`config.mk`:
```
export PLATFORM = sky130hd
export DESIGN_NAME = sorted_multi_timer_queue_flat
export DESIGN_NICKNAME = d
export VERILOG_FILES = /design/src/design/smtq_pkg.sv /design/src/design/smtq_ifs.sv /design/src/design/smtq_store.sv /design/src/design/smtq_cfg.sv /design/src/design/smtq_seq.sv /design/src/design/sorted_multi_timer_queue.sv /design/src/flat_wrapper.sv
export SDC_FILE = /design/constraint.sdc
export NUM_CORES = 2
export LEC_CHECK = 0
export BUFFER_PORTS_ARGS = -buffer_cell sky130_fd_sc_hd__buf_2
export CORE_MARGIN = 8
export CORE_UTILIZATION = 60
export DETAILED_ROUTE_END_ITERATION = 6
export PLACE_DENSITY = 0.77
export SLEW_MARGIN = 10
export SYNTH_ARGS = -nofsm -noshare
export SYNTH_HDL_FRONTEND = slang
export SYNTH_SLANG_ARGS = --single-unit
```
`constraint.sdc`:
```
create_clock -name clk -period 16.8 [get_ports clk]
set_input_delay 3.36 -clock clk [delete_from_list [all_inputs] [get_ports clk]]
set_output_delay 3.36 -clock clk [all_outputs]
set_load 0.01 [all_outputs]
```
`src/design/smtq_pkg.sv`:
```
package smtq_pkg;

	localparam int NUM_TIMERS_DEF = 32;
	localparam int MAX_EXPIRE = 32;
	localparam logic [31:0] NO_DEADLINE = 32'hffff_ffff;

	localparam logic [2:0] OP_TICK = 3'd0;
	localparam logic [2:0] OP_ALLOC = 3'd1;
	localparam logic [2:0] OP_RELEASE = 3'd2;
	localparam logic [2:0] OP_BIND = 3'd3;
	localparam logic [2:0] OP_ARM = 3'd4;
	localparam logic [2:0] OP_CANCEL = 3'd5;
	localparam logic [2:0] OP_CANCEL_DEST = 3'd6;

	localparam logic [1:0] KIND_DONE = 2'd0;
	localparam logic [1:0] KIND_EXPIRE = 2'd1;
	localparam logic [1:0] KIND_SWITCH = 2'd2;

	localparam logic [1:0] ST_FREE = 2'd0;
	localparam logic [1:0] ST_ALLOC = 2'd1;
	localparam logic [1:0] ST_RUN = 2'd2;

	localparam logic REG_SW_SLOT = 1'b0;
	localparam logic REG_SW_ENABLE = 1'b1;

	typedef struct packed {
		logic [2:0] opcode;
		logic [4:0] slot;
		logic [31:0] delay;
		logic [7:0] dest_id;
		logic signed [31:0] payload;
		logic auto_cancel;
	} smtq_req_t;

	typedef struct packed {
		logic [1:0] kind;
		logic [4:0] out_slot;
		logic [7:0] out_dest;
		logic signed [31:0] out_payload;
		logic ok;
		logic last;
	} smtq_rsp_t;

	typedef struct packed {
		logic [4:0] sw_slot;
		logic sw_en;
	} smtq_cfg_t;

endpackage

```
`src/design/smtq_ifs.sv`:
```
interface smtq_req_if;
	import smtq_pkg::*;
	logic valid;
	logic ready;
	smtq_req_t data;
	modport source (output valid, output data, input ready);
	modport sink (input valid, input data, output ready);
endinterface

interface smtq_rsp_if;
	import smtq_pkg::*;
	logic valid;
	logic ready;
	smtq_rsp_t data;
	modport source (output valid, output data, input ready);
	modport sink (input valid, input data, output ready);
endinterface

```
`src/design/smtq_store.sv`:
```
module smtq_store #(
	parameter int NUM_TIMERS = 32,
	localparam int IW = $clog2(NUM_TIMERS)
) (
	input logic clk,
	input logic [IW-1:0] raddr,
	output logic [IW-1:0] rd_next,
	output logic [31:0] rd_dl,
	output logic [7:0] rd_dest,
	output logic [31:0] rd_pay,
	input logic dl_we,
	input logic [IW-1:0] dl_wa,
	input logic [31:0] dl_wd,
	input logic nx_we,
	input logic [IW-1:0] nx_wa,
	input logic [IW-1:0] nx_wd,
	input logic bd_we,
	input logic [IW-1:0] bd_wa,
	input logic [7:0] bd_dest,
	input logic [31:0] bd_pay
);

	logic [IW-1:0] next_mem [NUM_TIMERS];
	logic [31:0] dl_mem [NUM_TIMERS];
	logic [7:0] dest_mem [NUM_TIMERS];
	logic [31:0] pay_mem [NUM_TIMERS];

	always_ff @(posedge clk) begin
		if (dl_we) dl_mem[dl_wa] <= dl_wd;
		if (nx_we) next_mem[nx_wa] <= nx_wd;
		if (bd_we) begin
			dest_mem[bd_wa] <= bd_dest;
			pay_mem[bd_wa] <= bd_pay;
		end
		rd_next <= next_mem[raddr];
		rd_dl <= dl_mem[raddr];
		rd_dest <= dest_mem[raddr];
		rd_pay <= pay_mem[raddr];
	end

endmodule

```
`src/design/smtq_cfg.sv`:
```
module smtq_cfg import smtq_pkg::*; (
	input logic clk,
	input logic arst_n,
	input logic psel,
	input logic penable,
	input logic pwrite,
	input logic [2:0] paddr,
	input logic [31:0] pwdata,
	output logic [31:0] prdata,
	output logic pready,
	output smtq_cfg_t cfg
);

	smtq_cfg_t cfg_q;

	assign pready = 1'b1;
	assign cfg = cfg_q;

	always_ff @(posedge clk or negedge arst_n) begin
		if (!arst_n) begin
			cfg_q <= '0;
		end else if (psel && penable && pwrite) begin
			unique case (paddr[2])
				REG_SW_SLOT: cfg_q.sw_slot <= pwdata[4:0];
				REG_SW_ENABLE: cfg_q.sw_en <= pwdata[0];
				default: ;
			endcase
		end
	end

	always_comb begin
		unique case (paddr[2])
			REG_SW_SLOT: prdata = {27'd0, cfg_q.sw_slot};
			REG_SW_ENABLE: prdata = {31'd0, cfg_q.sw_en};
			default: prdata = '0;
		endcase
	end

endmodule

```
`src/design/smtq_seq.sv`:
```
module smtq_seq import smtq_pkg::*; #(
	parameter int NUM_TIMERS = 32,
	localparam int IW = $clog2(NUM_TIMERS),
	localparam int CW = $clog2(NUM_TIMERS + 1),
	localparam int RW = $clog2(MAX_EXPIRE + 1)
) (
	input logic clk,
	input logic arst_n,
	smtq_req_if.sink req,
	smtq_rsp_if.source rsp,
	input smtq_cfg_t cfg,
	output logic [IW-1:0] raddr,
	input logic [IW-1:0] rd_next,
	input logic [31:0] rd_dl,
	input logic [7:0] rd_dest,
	input logic [31:0] rd_pay,
	output logic dl_we,
	output logic [IW-1:0] dl_wa,
	output logic [31:0] dl_wd,
	output logic nx_we,
	output logic [IW-1:0] nx_wa,
	output logic [IW-1:0] nx_wd,
	output logic bd_we,
	output logic [IW-1:0] bd_wa,
	output logic [7:0] bd_dest,
	output logic [31:0] bd_pay
);

	typedef enum logic [4:0] {
		IDLE, S_RESP, T_CHK, T_POP, T_DL, T_END, T_SW, S_ALLOC, S_REL, S_REL2,
		S_BIND, S_ARM, S_ARM2, S_CAN, S_CAN2, C_RD, C_CHK, C_FREE,
		U_START, U_HEAD, U_HDL, U_WALK, U_LINK, I_START, I_WALK, I_CMP, I_FIX
	} state_t;

	state_t state_q, ret_q;
	smtq_req_t in_q;
	logic [IW-1:0] slot_q, tgt_q, cur_q, prev_q, fix_q, idx_q, head_q;
	logic sval_q, nonempty_q, sw_q, any_q, pend_v_q, resp_ok_q, ov_q;
	logic [CW-1:0] len_q, pos_q;
	logic [RW-1:0] removed_q;
	logic [31:0] tick_q, earliest_q, dnew_q, pend_pay_q;
	logic [IW-1:0] resp_slot_q, pend_slot_q;
	logic [7:0] pend_dest_q;
	logic [1:0] status_q [NUM_TIMERS];
	logic ac_q [NUM_TIMERS];
	smtq_rsp_t od_q;

	logic can_emit, head_is_sw, last_idx, pos_last, d_le_head, d_le_rd, dest_hit;

	assign can_emit = !ov_q || rsp.ready;
	assign head_is_sw = cfg.sw_en && (32'(head_q) == 32'(cfg.sw_slot));
	assign last_idx = (32'(idx_q) == NUM_TIMERS - 1);
	assign pos_last = ((pos_q + CW'(1)) == len_q);
	assign d_le_head = (dnew_q <= earliest_q);
	assign d_le_rd = (dnew_q <= rd_dl);
	assign dest_hit = (status_q[idx_q] != ST_FREE) && ac_q[idx_q] && (rd_dest == in_q.dest_id);

	assign req.ready = (state_q == IDLE);
	assign rsp.valid = ov_q;
	assign rsp.data = od_q;

	// Read address: the walking states follow the link just read.
	always_comb begin
		unique case (state_q)
			T_POP, U_HEAD, U_WALK, I_WALK, I_CMP: raddr = rd_next;
			C_RD: raddr = idx_q;
			default: raddr = head_q;
		endcase
	end

	always_comb begin
		dl_we = (state_q == S_ARM) && sval_q && (status_q[slot_q] != ST_FREE);
		dl_wa = slot_q;
		dl_wd = tick_q + in_q.delay;
		bd_we = (state_q == S_BIND) && sval_q;
		bd_wa = slot_q;
		bd_dest = in_q.dest_id;
		bd_pay = in_q.payload;
		nx_we = 1'b0;
		nx_wa = tgt_q;
		nx_wd = tgt_q;
		unique case (state_q)
			U_WALK: begin
				if (rd_next == tgt_q && pos_last) begin
					nx_we = 1'b1;
					nx_wa = cur_q;
					nx_wd = cur_q;
				end
			end
			U_LINK: begin
				nx_we = 1'b1;
				nx_wa = cur_q;
				nx_wd = rd_next;
			end
			I_START: begin
				nx_we = 1'b1;
				if (!nonempty_q) begin
					nx_wa = tgt_q;
					nx_wd = tgt_q;
				end else if (d_le_head) begin
					nx_wa = tgt_q;
					nx_wd = head_q;
				end else if (len_q == CW'(1)) begin
					nx_wa = head_q;
					nx_wd = tgt_q;
				end else begin
					nx_we = 1'b0;
				end
			end
			I_CMP: begin
				nx_we = d_le_rd || pos_last;
				nx_wa = d_le_rd ? prev_q : cur_q;
				nx_wd = tgt_q;
			end
			I_FIX: begin
				nx_we = 1'b1;
				nx_wa = tgt_q;
				nx_wd = fix_q;
			end
			default: ;
		endcase
	end

	always_ff @(posedge clk or negedge arst_n) begin
		if (!arst_n) begin
			state_q <= IDLE;
			ret_q <= IDLE;
			head_q <= '0;
			nonempty_q <= 1'b0;
			len_q <= '0;
			tick_q <= '0;
			earliest_q <= NO_DEADLINE;
			ov_q <= 1'b0;
			pend_v_q <= 1'b0;
			sw_q <= 1'b0;
			any_q <= 1'b0;
			for (int i = 0; i < NUM_TIMERS; i++) begin
				status_q[i] <= ST_FREE;
				ac_q[i] <= 1'b0;
			end
		end else begin
			if (rsp.ready) ov_q <= 1'b0;
			unique case (state_q)
				IDLE: begin
					if (req.valid) begin
						in_q <= req.data;
						slot_q <= IW'(req.data.slot);
						sval_q <= (32'(req.data.slot) < NUM_TIMERS);
						resp_ok_q <= 1'b0;
						resp_slot_q <= '0;
						idx_q <= '0;
						removed_q <= '0;
						sw_q <= 1'b0;
						any_q <= 1'b0;
						unique case (req.data.opcode)
							OP_TICK: begin
								tick_q <= tick_q + 32'd1;
								state_q <= T_CHK;
							end
							OP_ALLOC: state_q <= S_ALLOC;
							OP_RELEASE: state_q <= S_REL;
							OP_BIND: state_q <= S_BIND;
							OP_ARM: state_q <= S_ARM;
							OP_CANCEL: state_q <= S_CAN;
							OP_CANCEL_DEST: state_q <= C_RD;
							default: state_q <= S_RESP;
						endcase
					end
				end
				S_RESP: begin
					if (can_emit) begin
						ov_q <= 1'b1;
						od_q <= '{KIND_DONE, 5'(resp_slot_q), 8'd0, 32'sd0, resp_ok_q, 1'b1};
						state_q <= IDLE;
					end
				end
				T_CHK: begin
					if (nonempty_q && removed_q < RW'(MAX_EXPIRE) && earliest_q <= tick_q) begin
						// An event is held back until it is known whether another follows.
						if (!head_is_sw && pend_v_q) begin
							if (can_emit) begin
								ov_q <= 1'b1;
								od_q <= '{KIND_EXPIRE, 5'(pend_slot_q), pend_dest_q,
									pend_pay_q, 1'b0, 1'b0};
								pend_v_q <= 1'b0;
								state_q <= T_POP;
							end
						end else begin
							state_q <= T_POP;
						end
					end else begin
						state_q <= T_END;
					end
				end
				T_POP: begin
					status_q[head_q] <= ST_ALLOC;
					removed_q <= removed_q + RW'(1);
					if (head_is_sw) begin
						sw_q <= 1'b1;
					end else begin
						pend_v_q <= 1'b1;
						any_q <= 1'b1;
						pend_slot_q <= head_q;
						pend_dest_q <= rd_dest;
						pend_pay_q <= rd_pay;
					end
					len_q <= len_q - CW'(1);
					if (len_q == CW'(1)) begin
						nonempty_q <= 1'b0;
						earliest_q <= NO_DEADLINE;
						state_q <= T_CHK;
					end else begin
						head_q <= rd_next;
						state_q <= T_DL;
					end
				end
				T_DL: begin
					earliest_q <= rd_dl;
					state_q <= T_CHK;
				end
				T_END: begin
					if (pend_v_q) begin
						if (can_emit) begin
							ov_q <= 1'b1;
							od_q <= '{KIND_EXPIRE, 5'(pend_slot_q), pend_dest_q,
								pend_pay_q, 1'b0, !sw_q};
							pend_v_q <= 1'b0;
							state_q <= T_SW;
						end
					end else begin
						state_q <= T_SW;
					end
				end
				T_SW: begin
					if (sw_q) begin
						if (can_emit) begin
							ov_q <= 1'b1;
							od_q <= '{KIND_SWITCH, cfg.sw_slot, 8'd0, 32'sd0, 1'b0, 1'b1};
							state_q <= IDLE;
						end
					end else begin
						state_q <= any_q ? IDLE : S_RESP;
					end
				end
				S_ALLOC: begin
					if (status_q[idx_q] == ST_FREE) begin
						status_q[idx_q] <= ST_ALLOC;
						ac_q[idx_q] <= 1'b0;
						resp_slot_q <= idx_q;
						resp_ok_q <= 1'b1;
						state_q <= S_RESP;
					end else if (last_idx) begin
						state_q <= S_RESP;
					end else begin
						idx_q <= idx_q + IW'(1);
					end
				end
				S_REL: begin
					if (sval_q && status_q[slot_q] == ST_RUN) begin
						tgt_q <= slot_q;
						ret_q <= S_REL2;
						state_q <= U_START;
					end else begin
						if (sval_q) status_q[slot_q] <= ST_FREE;
						state_q <= S_RESP;
					end
				end
				S_REL2: begin
					status_q[slot_q] <= ST_FREE;
					state_q <= S_RESP;
				end
				S_BIND: begin
					if (sval_q) ac_q[slot_q] <= in_q.auto_cancel;
					state_q <= S_RESP;
				end
				S_ARM: begin
					if (sval_q && status_q[slot_q] != ST_FREE) begin
						dnew_q <= tick_q + in_q.delay;
						tgt_q <= slot_q;
						ret_q <= S_ARM2;
						state_q <= (status_q[slot_q] == ST_RUN) ? U_START : S_ARM2;
					end else begin
						state_q <= S_RESP;
					end
				end
				S_ARM2: begin
					status_q[slot_q] <= ST_RUN;
					ret_q <= S_RESP;
					state_q <= I_START;
				end
				S_CAN: begin
					if (sval_q && status_q[slot_q] == ST_RUN) begin
						tgt_q <= slot_q;
						ret_q <= S_CAN2;
						state_q <= U_START;
					end else begin
						state_q <= S_RESP;
					end
				end
				S_CAN2: begin
					status_q[slot_q] <= ST_ALLOC;
					resp_ok_q <= 1'b1;
					state_q <= S_RESP;
				end
				C_RD: state_q <= C_CHK;
				C_CHK: begin
					if (dest_hit && status_q[idx_q] == ST_RUN) begin
						tgt_q <= idx_q;
						ret_q <= C_FREE;
						state_q <= U_START;
					end else begin
						if (dest_hit) status_q[idx_q] <= ST_FREE;
						idx_q <= idx_q + IW'(1);
						state_q <= last_idx ? S_RESP : C_RD;
					end
				end
				C_FREE: begin
					status_q[tgt_q] <= ST_FREE;
					idx_q <= idx_q + IW'(1);
					state_q <= last_idx ? S_RESP : C_RD;
				end
				U_START: begin
					cur_q <= head_q;
					pos_q <= CW'(1);
					state_q <= (head_q == tgt_q) ? U_HEAD : U_WALK;
				end
				U_HEAD: begin
					len_q <= len_q - CW'(1);
					if (len_q == CW'(1)) begin
						nonempty_q <= 1'b0;
						earliest_q <= NO_DEADLINE;
						state_q <= ret_q;
					end else begin
						head_q <= rd_next;
						state_q <= U_HDL;
					end
				end
				U_HDL: begin
					earliest_q <= rd_dl;
					state_q <= ret_q;
				end
				U_WALK: begin
					if (rd_next == tgt_q) begin
						if (pos_last) begin
							len_q <= len_q - CW'(1);
							state_q <= ret_q;
						end else begin
							state_q <= U_LINK;
						end
					end else begin
						cur_q <= rd_next;
						pos_q <= pos_q + CW'(1);
					end
				end
				U_LINK: begin
					len_q <= len_q - CW'(1);
					state_q <= ret_q;
				end
				I_START: begin
					prev_q <= head_q;
					pos_q <= CW'(1);
					if (!nonempty_q) begin
						head_q <= tgt_q;
						nonempty_q <= 1'b1;
						len_q <= CW'(1);
						earliest_q <= dnew_q;
						state_q <= ret_q;
					end else if (d_le_head) begin
						head_q <= tgt_q;
						len_q <= len_q + CW'(1);
						earliest_q <= dnew_q;
						state_q <= ret_q;
					end else if (len_q == CW'(1)) begin
						fix_q <= tgt_q;
						state_q <= I_FIX;
					end else begin
						state_q <= I_WALK;
					end
				end
				I_WALK: begin
					cur_q <= rd_next;
					state_q <= I_CMP;
				end
				I_CMP: begin
					if (d_le_rd) begin
						fix_q <= cur_q;
						state_q <= I_FIX;
					end else if (pos_last) begin
						fix_q <= tgt_q;
						state_q <= I_FIX;
					end else begin
						prev_q <= cur_q;
						cur_q <= rd_next;
						pos_q <= pos_q + CW'(1);
					end
				end
				I_FIX: begin
					len_q <= len_q + CW'(1);
					state_q <= ret_q;
				end
				default: state_q <= IDLE;
			endcase
		end
	end

	a_len_empty: assert property (@(posedge clk) disable iff (!arst_n)
		(len_q == '0) == !nonempty_q) else $error("list length and empty flag disagree");
	a_empty_earliest: assert property (@(posedge clk) disable iff (!arst_n)
		!nonempty_q |-> earliest_q == NO_DEADLINE) else $error("empty list has a deadline");
	a_idle_no_pend: assert property (@(posedge clk) disable iff (!arst_n)
		state_q == IDLE |-> !pend_v_q) else $error("expiry item left behind");
	a_busy: assert property (@(posedge clk) disable iff (!arst_n)
		req.valid && req.ready |=> !req.ready) else $error("accepted while busy");

endmodule

```
`src/design/sorted_multi_timer_queue.sv`:
```
// Allocate scans the slots for a free one, and cancel by destination scans every slot and
// unlinks each running hit; arm, cancel and release walk the sorted list entry by entry to
// unlink a running timer, and arm walks it again to insert; a tick expires due entries.
// Throughput: one item at a time; the next item is taken once the sequencer is back in idle.
// The one-entry result register lets the next item start while a result waits to be taken.
// Reset (arst_n low) frees all slots, empties the list and clears the tick count.
module sorted_multi_timer_queue import smtq_pkg::*; #(
	parameter int NUM_TIMERS = NUM_TIMERS_DEF
) (
	input logic clk,
	input logic arst_n,
	smtq_req_if.sink req,
	smtq_rsp_if.source rsp,
	input logic psel,
	input logic penable,
	input logic pwrite,
	input logic [2:0] paddr,
	input logic [31:0] pwdata,
	output logic [31:0] prdata,
	output logic pready
);

	localparam int IW = $clog2(NUM_TIMERS);

	smtq_cfg_t cfg;
	logic [IW-1:0] raddr, rd_next, nx_wa, nx_wd, dl_wa, bd_wa;
	logic [31:0] rd_dl, rd_pay, dl_wd, bd_pay;
	logic [7:0] rd_dest, bd_dest;
	logic dl_we, nx_we, bd_we;

	smtq_cfg u_cfg (
		.clk, .arst_n, .psel, .penable, .pwrite, .paddr, .pwdata, .prdata, .pready, .cfg
	);

	smtq_store #(.NUM_TIMERS(NUM_TIMERS)) u_store (
		.clk, .raddr, .rd_next, .rd_dl, .rd_dest, .rd_pay,
		.dl_we, .dl_wa, .dl_wd, .nx_we, .nx_wa, .nx_wd,
		.bd_we, .bd_wa, .bd_dest, .bd_pay
	);

	smtq_seq #(.NUM_TIMERS(NUM_TIMERS)) u_seq (
		.clk, .arst_n, .req, .rsp, .cfg,
		.raddr, .rd_next, .rd_dl, .rd_dest, .rd_pay,
		.dl_we, .dl_wa, .dl_wd, .nx_we, .nx_wa, .nx_wd,
		.bd_we, .bd_wa, .bd_dest, .bd_pay
	);

endmodule

```
`src/flat_wrapper.sv`:
```
// flat-port wrapper written by rule: the top's interface ports become plain ports
module sorted_multi_timer_queue_flat import smtq_pkg::*;
#(
	parameter int NUM_TIMERS = NUM_TIMERS_DEF
)
  (clk, arst_n, psel, penable, pwrite, paddr, pwdata, prdata, pready, req_valid, req_data, req_ready, rsp_valid, rsp_data, rsp_ready);
  smtq_req_if req_i ();
  smtq_rsp_if rsp_i ();
  input logic clk;
  input logic arst_n;
  input logic psel;
  input logic penable;
  input logic pwrite;
  input logic [2:0] paddr;
  input logic [31:0] pwdata;
  output logic [31:0] prdata;
  output logic pready;
  input wire logic [$bits(req_i.valid)-1:0] req_valid;
  input wire logic [$bits(req_i.data)-1:0] req_data;
  output wire logic [$bits(req_i.ready)-1:0] req_ready;
  output wire logic [$bits(rsp_i.valid)-1:0] rsp_valid;
  output wire logic [$bits(rsp_i.data)-1:0] rsp_data;
  input wire logic [$bits(rsp_i.ready)-1:0] rsp_ready;
  assign req_i.valid = req_valid;
  assign req_i.data = req_data;
  assign req_ready = req_i.ready;
  assign rsp_valid = rsp_i.valid;
  assign rsp_data = rsp_i.data;
  assign rsp_i.ready = rsp_ready;
  sorted_multi_timer_queue #(.NUM_TIMERS(NUM_TIMERS)) u_core (.clk(clk), .arst_n(arst_n), .req(req_i), .rsp(rsp_i), .psel(psel), .penable(penable), .pwrite(pwrite), .paddr(paddr), .pwdata(pwdata), .prdata(prdata), .pready(pready));
endmodule
```
==> impl_metrics.prom <==
# TYPE chip_impl_metric gauge
chip_impl_info{name="outcome",value="finished with violations"} 1
chip_impl_info{name="violations",value="antenna violations"} 1
chip_impl_metric{name="drt-initial-drc-count",unit=""} 11799
chip_impl_metric{name="synthesis.yosys.warnings",unit=""} 0
chip_impl_metric{name="grt_pass1_vias",unit=""} 79164
chip_impl_info{name="reg2reg_from",value="u_core.u_seq.state_q[1]"} 1
chip_impl_metric{name="latest_clock_arrival_within_the_worst_skew_pair",unit="ps"} 960
chip_impl_metric{name="worstPathRequired",unit="ps"} 13440
chip_impl_info{name="worst_setup_path_start_kind",value="primary input"} 1
chip_impl_metric{name="route.detailed.drc",unit=""} 0
chip_impl_info{name="rsz_0062_raised_after_global_routing",value="false"} 1
chip_impl_info{name="element_type_at_the_critical_path_end",value="primary output"} 1
chip_impl_metric{name="min_period_over_period",unit=""} 0.438
chip_impl_metric{name="reg2reg_setup_slack",unit="ps"} 10610
chip_impl_metric{name="drt-wirelength-per-cell",unit="um"} 29.3
chip_impl_metric{name="final.hold.worst_slack",unit="ps"} 406
chip_impl_metric{name="total_die_area",unit="um^2"} 222000
chip_impl_metric{name="wl_met3",unit="um"} 43900
chip_impl_metric{name="share_comb_of_total_power",unit=""} 0.357
chip_impl_metric{name="fp.dieW",unit="um"} 471
chip_impl_metric{name="dr.pass1.iters",unit=""} 6
chip_impl_metric{name="ctsHtreeMaxLevel",unit=""} 5
chip_impl_info{name="synth_area_leader_cell",value="sky130_fd_sc_hd__edfxtp_1"} 1
chip_impl_metric{name="crit_arrival",unit="ps"} 3990
chip_impl_metric{name="power.density_cell_area",unit="nW/um^2"} 176
chip_impl_metric{name="vdd.ir_drop.worst",unit="V"} 0.000196
chip_impl_metric{name="cts_inserted_buffers",unit=""} 314
chip_impl_metric{name="via_per_inst",unit=""} 6.81
chip_impl_metric{name="place_area",unit="um^2"} 128000
chip_impl_metric{name="via_count",unit=""} 81021
chip_impl_info{name="tritoncts",value="yes"} 1
chip_impl_metric{name="finalWirelength",unit="um"} 349000
chip_impl_metric{name="grt_pass1_wl",unit="um"} 506000
chip_impl_metric{name="synth_cell_area",unit="um^2"} 124000
chip_impl_metric{name="power_frac_clock",unit=""} 0.272
chip_impl_metric{name="ratio_of_cells_with_drive_above_1_in_the_final_layout",unit=""} 0.129
chip_impl_metric{name="finalInstanceArea",unit="um^2"} 138000
chip_impl_metric{name="wl_met2",unit="um"} 160000
chip_impl_metric{name="num-nets-final",unit=""} 9213
chip_impl_metric{name="sequentialPowerShare",unit=""} 0.371
chip_impl_metric{name="portBuffers",unit=""} 149
chip_impl_metric{name="groute.usage.overall",unit=""} 0.303
chip_impl_info{name="crit_end",value="prdata[0]"} 1
chip_impl_metric{name="synth_top_cell_area_share",unit=""} 0.656
chip_impl_info{name="post-synth-top-count-cell",value="sky130_fd_sc_hd__edfxtp_1"} 1
chip_impl_metric{name="hold_buffers",unit=""} 0
chip_impl_metric{name="maxCapViolations",unit=""} 0
chip_impl_metric{name="fp-row-count",unit=""} 167
chip_impl_info{name="clock_tree.root_cell",value="sky130_fd_sc_hd__clkbuf_16"} 1
chip_impl_metric{name="hold_viol",unit=""} 0
chip_impl_metric{name="finalMaxSlewViolations",unit=""} 0
chip_impl_metric{name="routabilityCongestion",unit=""} 0.971
chip_impl_metric{name="finalCriticalPeriod",unit="ps"} 7350
chip_impl_metric{name="die_h",unit="um"} 471
chip_impl_metric{name="detail_route.wirelength.met1",unit="um"} 126000
chip_impl_metric{name="power_report.internal_total",unit="mW"} 15.3
chip_impl_metric{name="switchingPower",unit="mW"} 8.98
chip_impl_info{name="hold_path_class",value="reg2reg"} 1
chip_impl_info{name="routed.top_layer",value="met5"} 1
chip_impl_info{name="post_synth_most_frequent_cells",value="sky130_fd_sc_hd__edfxtp_1 (2711), sky130_fd_sc_hd__nand2_1 (1542), sky130_fd_sc_hd__nand3_1 (513), sky130_fd_sc_hd__clkbuf_1 (429), sky130_fd_sc_hd__a21oi_1 (371)"} 1
chip_impl_metric{name="filler_cell_count",unit=""} 13646
chip_impl_metric{name="syn_avg_cell_area",unit="um^2"} 14.0
chip_impl_metric{name="sw_frac_of_total",unit=""} 0.369
chip_impl_metric{name="async_reset_ff_frac",unit=""} 0.0644
chip_impl_metric{name="max-clock-path-buffers",unit=""} 4
chip_impl_metric{name="initial_core_util",unit=""} 0.601
chip_impl_metric{name="fmax",unit="GHz"} 0.136
chip_impl_info{name="crit_path_start",value="paddr[2]"} 1
chip_impl_metric{name="ys_types",unit=""} 89
chip_impl_metric{name="area_growth_syn_to_layout",unit="%"} 11.3
chip_impl_metric{name="setup_viol",unit=""} 0
chip_impl_metric{name="worst-r2r-cell-count",unit=""} 11
chip_impl_info{name="ys_top_cells_by_area",value="sky130_fd_sc_hd__edfxtp_1 (66%), sky130_fd_sc_hd__nand2_1 (4.7%), sky130_fd_sc_hd__mux4_2 (3.5%)"} 1
chip_impl_metric{name="postSynthRegisterBits",unit=""} 2980
chip_impl_metric{name="synthesis.instances",unit=""} 8868
chip_impl_metric{name="ports",unit=""} 207
chip_impl_metric{name="grt_remaining_overflow",unit=""} 0
chip_impl_metric{name="detailed_place_hpwl",unit="um"} 183000
chip_impl_metric{name="final.setup_skew",unit="ps"} 106
chip_impl_metric{name="grt_start_max_net_pins",unit=""} 174
chip_impl_info{name="primary_ff_master_synth",value="sky130_fd_sc_hd__edfxtp_1"} 1
chip_impl_metric{name="cts_resized",unit=""} 0
chip_impl_metric{name="setup_total_negative_slack",unit="ps"} 0
chip_impl_metric{name="ant_nets",unit=""} 1
chip_impl_metric{name="synth_enable_flop_cells",unit=""} 2711
chip_impl_metric{name="crit_fanout",unit=""} 7
chip_impl_metric{name="max_slew_margin",unit=""} 0.104
chip_impl_metric{name="initial_antenna_violation_count",unit=""} 13
chip_impl_metric{name="design_power_total",unit="mW"} 24.3
chip_impl_metric{name="worst_slew_pin_slew",unit="ps"} 1340
chip_impl_metric{name="path_clk_slew",unit="ps"} 60
chip_impl_metric{name="dpl.cell_count",unit=""} 11339
chip_impl_metric{name="synth_sequential_area_ratio",unit=""} 0.707
chip_impl_info{name="regToRegEndpoint",value="u_core.u_store.rd_pay[30]"} 1
chip_impl_metric{name="power.static_leakage",unit="nW"} 47.7
chip_impl_metric{name="core_area",unit="um^2"} 206000
chip_impl_metric{name="numClockSinks",unit=""} 2980
chip_impl_metric{name="count_of_buffers_added_by_post_cts_timing_repair_for_setup",unit=""} 0
chip_impl_info{name="critPathKind",value="in2out"} 1
chip_impl_metric{name="stdcell_count",unit=""} 11901
-- layer usage --
metal,vias up,GRT usage
met3,1156,0.0763
met4,4,0.142
met5,-,0
li1,34016,-
met1,39981,0.404
met2,5864,0.474
-- critical path, cell delays in order --
cell                     delay [ps]
sky130_fd_sc_hd__buf_2          150
sky130_fd_sc_hd__mux2_2         340
sky130_fd_sc_hd__buf_2          140
-- power groups by stage --
stage               Combinational (mW)  Sequential, mW  Clock (mW)
CTS                               8.46            9.00        6.64
finish                            8.68            9.02        6.60
global placement                  8.15            9.14           0
floorplan                         5.78            8.99           0
detailed placement                8.36            9.15           0
global route                      9.19            9.04        6.92
-- state kept, by name, summed over array words and instances (netlist names), 33 cells and up --
name,count
u_core.u_store.dest_mem,256
u_core.u_store.next_mem,160
u_core.u_seq.rsp.data,49
u_core.u_seq.status_q,64
u_core.u_store.dl_mem,1024
u_core.u_seq.in_q,33
u_core.u_store.pay_mem,1024
-- final cells by class --
cell class / count / area (um^2) / area share
sequential: 2980 / 87800 / 0.635
multi-input combinational: 5183 / 34500 / 0.250
clock buffer: 427 / 8660 / 0.0626
tap: 2704 / 3380 / 0.0245
timing repair buffer: 340 / 2300 / 0.0166
clock inverter: 123 / 1050 / 0.00757
inverter: 132 / 495 / 0.00358
antenna: 12 / 30.0 / 0.000217
-- worst min-delay path by stage --
stage	startpoint	to	slack, ps	cells past startpoint
floorplan	u_core.u_store.rd_pay[0]	u_core.u_seq.pend_pay_q[0]	390	0
global placement	u_core.u_store.rd_pay[29]	u_core.u_seq.pend_pay_q[29]	390	0
detailed placement	u_core.u_store.rd_pay[5]	u_core.u_seq.pend_pay_q[5]	390	0
CTS	u_core.u_store.rd_pay[27]	u_core.u_seq.pend_pay_q[27]	410	0
global route	u_core.u_store.rd_pay[27]	u_core.u_seq.pend_pay_q[27]	410	0
finish	u_core.u_store.rd_pay[31]	u_core.u_seq.pend_pay_q[31]	410	0
-- kinds of logic after synthesis --
kind of cell    after synthesis  synth area share
buf+inv                     731            0.0240
compound gates             1542            0.0837
flops                      2980             0.707
fa+ha+maj                   139            0.0141
other cells                   2         0.0000605
xor+xnor                     96           0.00712
simple gates               2846             0.101
mux                         532            0.0628
-- cells in the final DEF (no fill, tap or decap), types with 21 or more instances in the layout --
cell type                   count
sky130_fd_sc_hd__conb_1        28
sky130_fd_sc_hd__ha_1         138
sky130_fd_sc_hd__dfxtp_1       77
sky130_fd_sc_hd__nand2_1     1537
sky130_fd_sc_hd__a311oi_1      77
sky130_fd_sc_hd__nor2_4        73
sky130_fd_sc_hd__nand3_1      511
sky130_fd_sc_hd__dfstp_2       32
sky130_fd_sc_hd__mux2i_1      311
sky130_fd_sc_hd__edfxtp_1    2711
sky130_fd_sc_hd__mux2_2        23
sky130_fd_sc_hd__and2_1        55
sky130_fd_sc_hd__o22ai_1      191
sky130_fd_sc_hd__clkbuf_1      82
sky130_fd_sc_hd__o221ai_1      88
sky130_fd_sc_hd__a41oi_1       77
sky130_fd_sc_hd__nand2b_1      24
sky130_fd_sc_hd__clkbuf_8      26
sky130_fd_sc_hd__o21ai_0      267
sky130_fd_sc_hd__dfrtp_1      160
sky130_fd_sc_hd__a22oi_1       54
sky130_fd_sc_hd__buf_2        148
sky130_fd_sc_hd__a211o_1       21
sky130_fd_sc_hd__a21o_1        33
sky130_fd_sc_hd__a31oi_1       34
sky130_fd_sc_hd__a21oi_1      370
sky130_fd_sc_hd__nand4_1       32
sky130_fd_sc_hd__clkinv_1      40
sky130_fd_sc_hd__clkbuf_16    320
sky130_fd_sc_hd__nor3_1        78
sky130_fd_sc_hd__nor2_1       233
sky130_fd_sc_hd__nor2b_1       24
sky130_fd_sc_hd__a32oi_1      156
sky130_fd_sc_hd__clkinv_2      46
sky130_fd_sc_hd__xnor2_1       43
sky130_fd_sc_hd__inv_1        128
sky130_fd_sc_hd__mux4_2       195
sky130_fd_sc_hd__xor2_1        25
sky130_fd_sc_hd__buf_4        182
sky130_fd_sc_hd__and3_1       168
-- stage by stage --
step	utilization	setup slack, ps
floorplan	-	7550
global placement	0.622	9450
detailed placement	0.622	9450
CTS	0.669	9440
global route	0.670	9410
finish	0.670	9450
No activity file was read; power rests on OpenSTA's default activity.
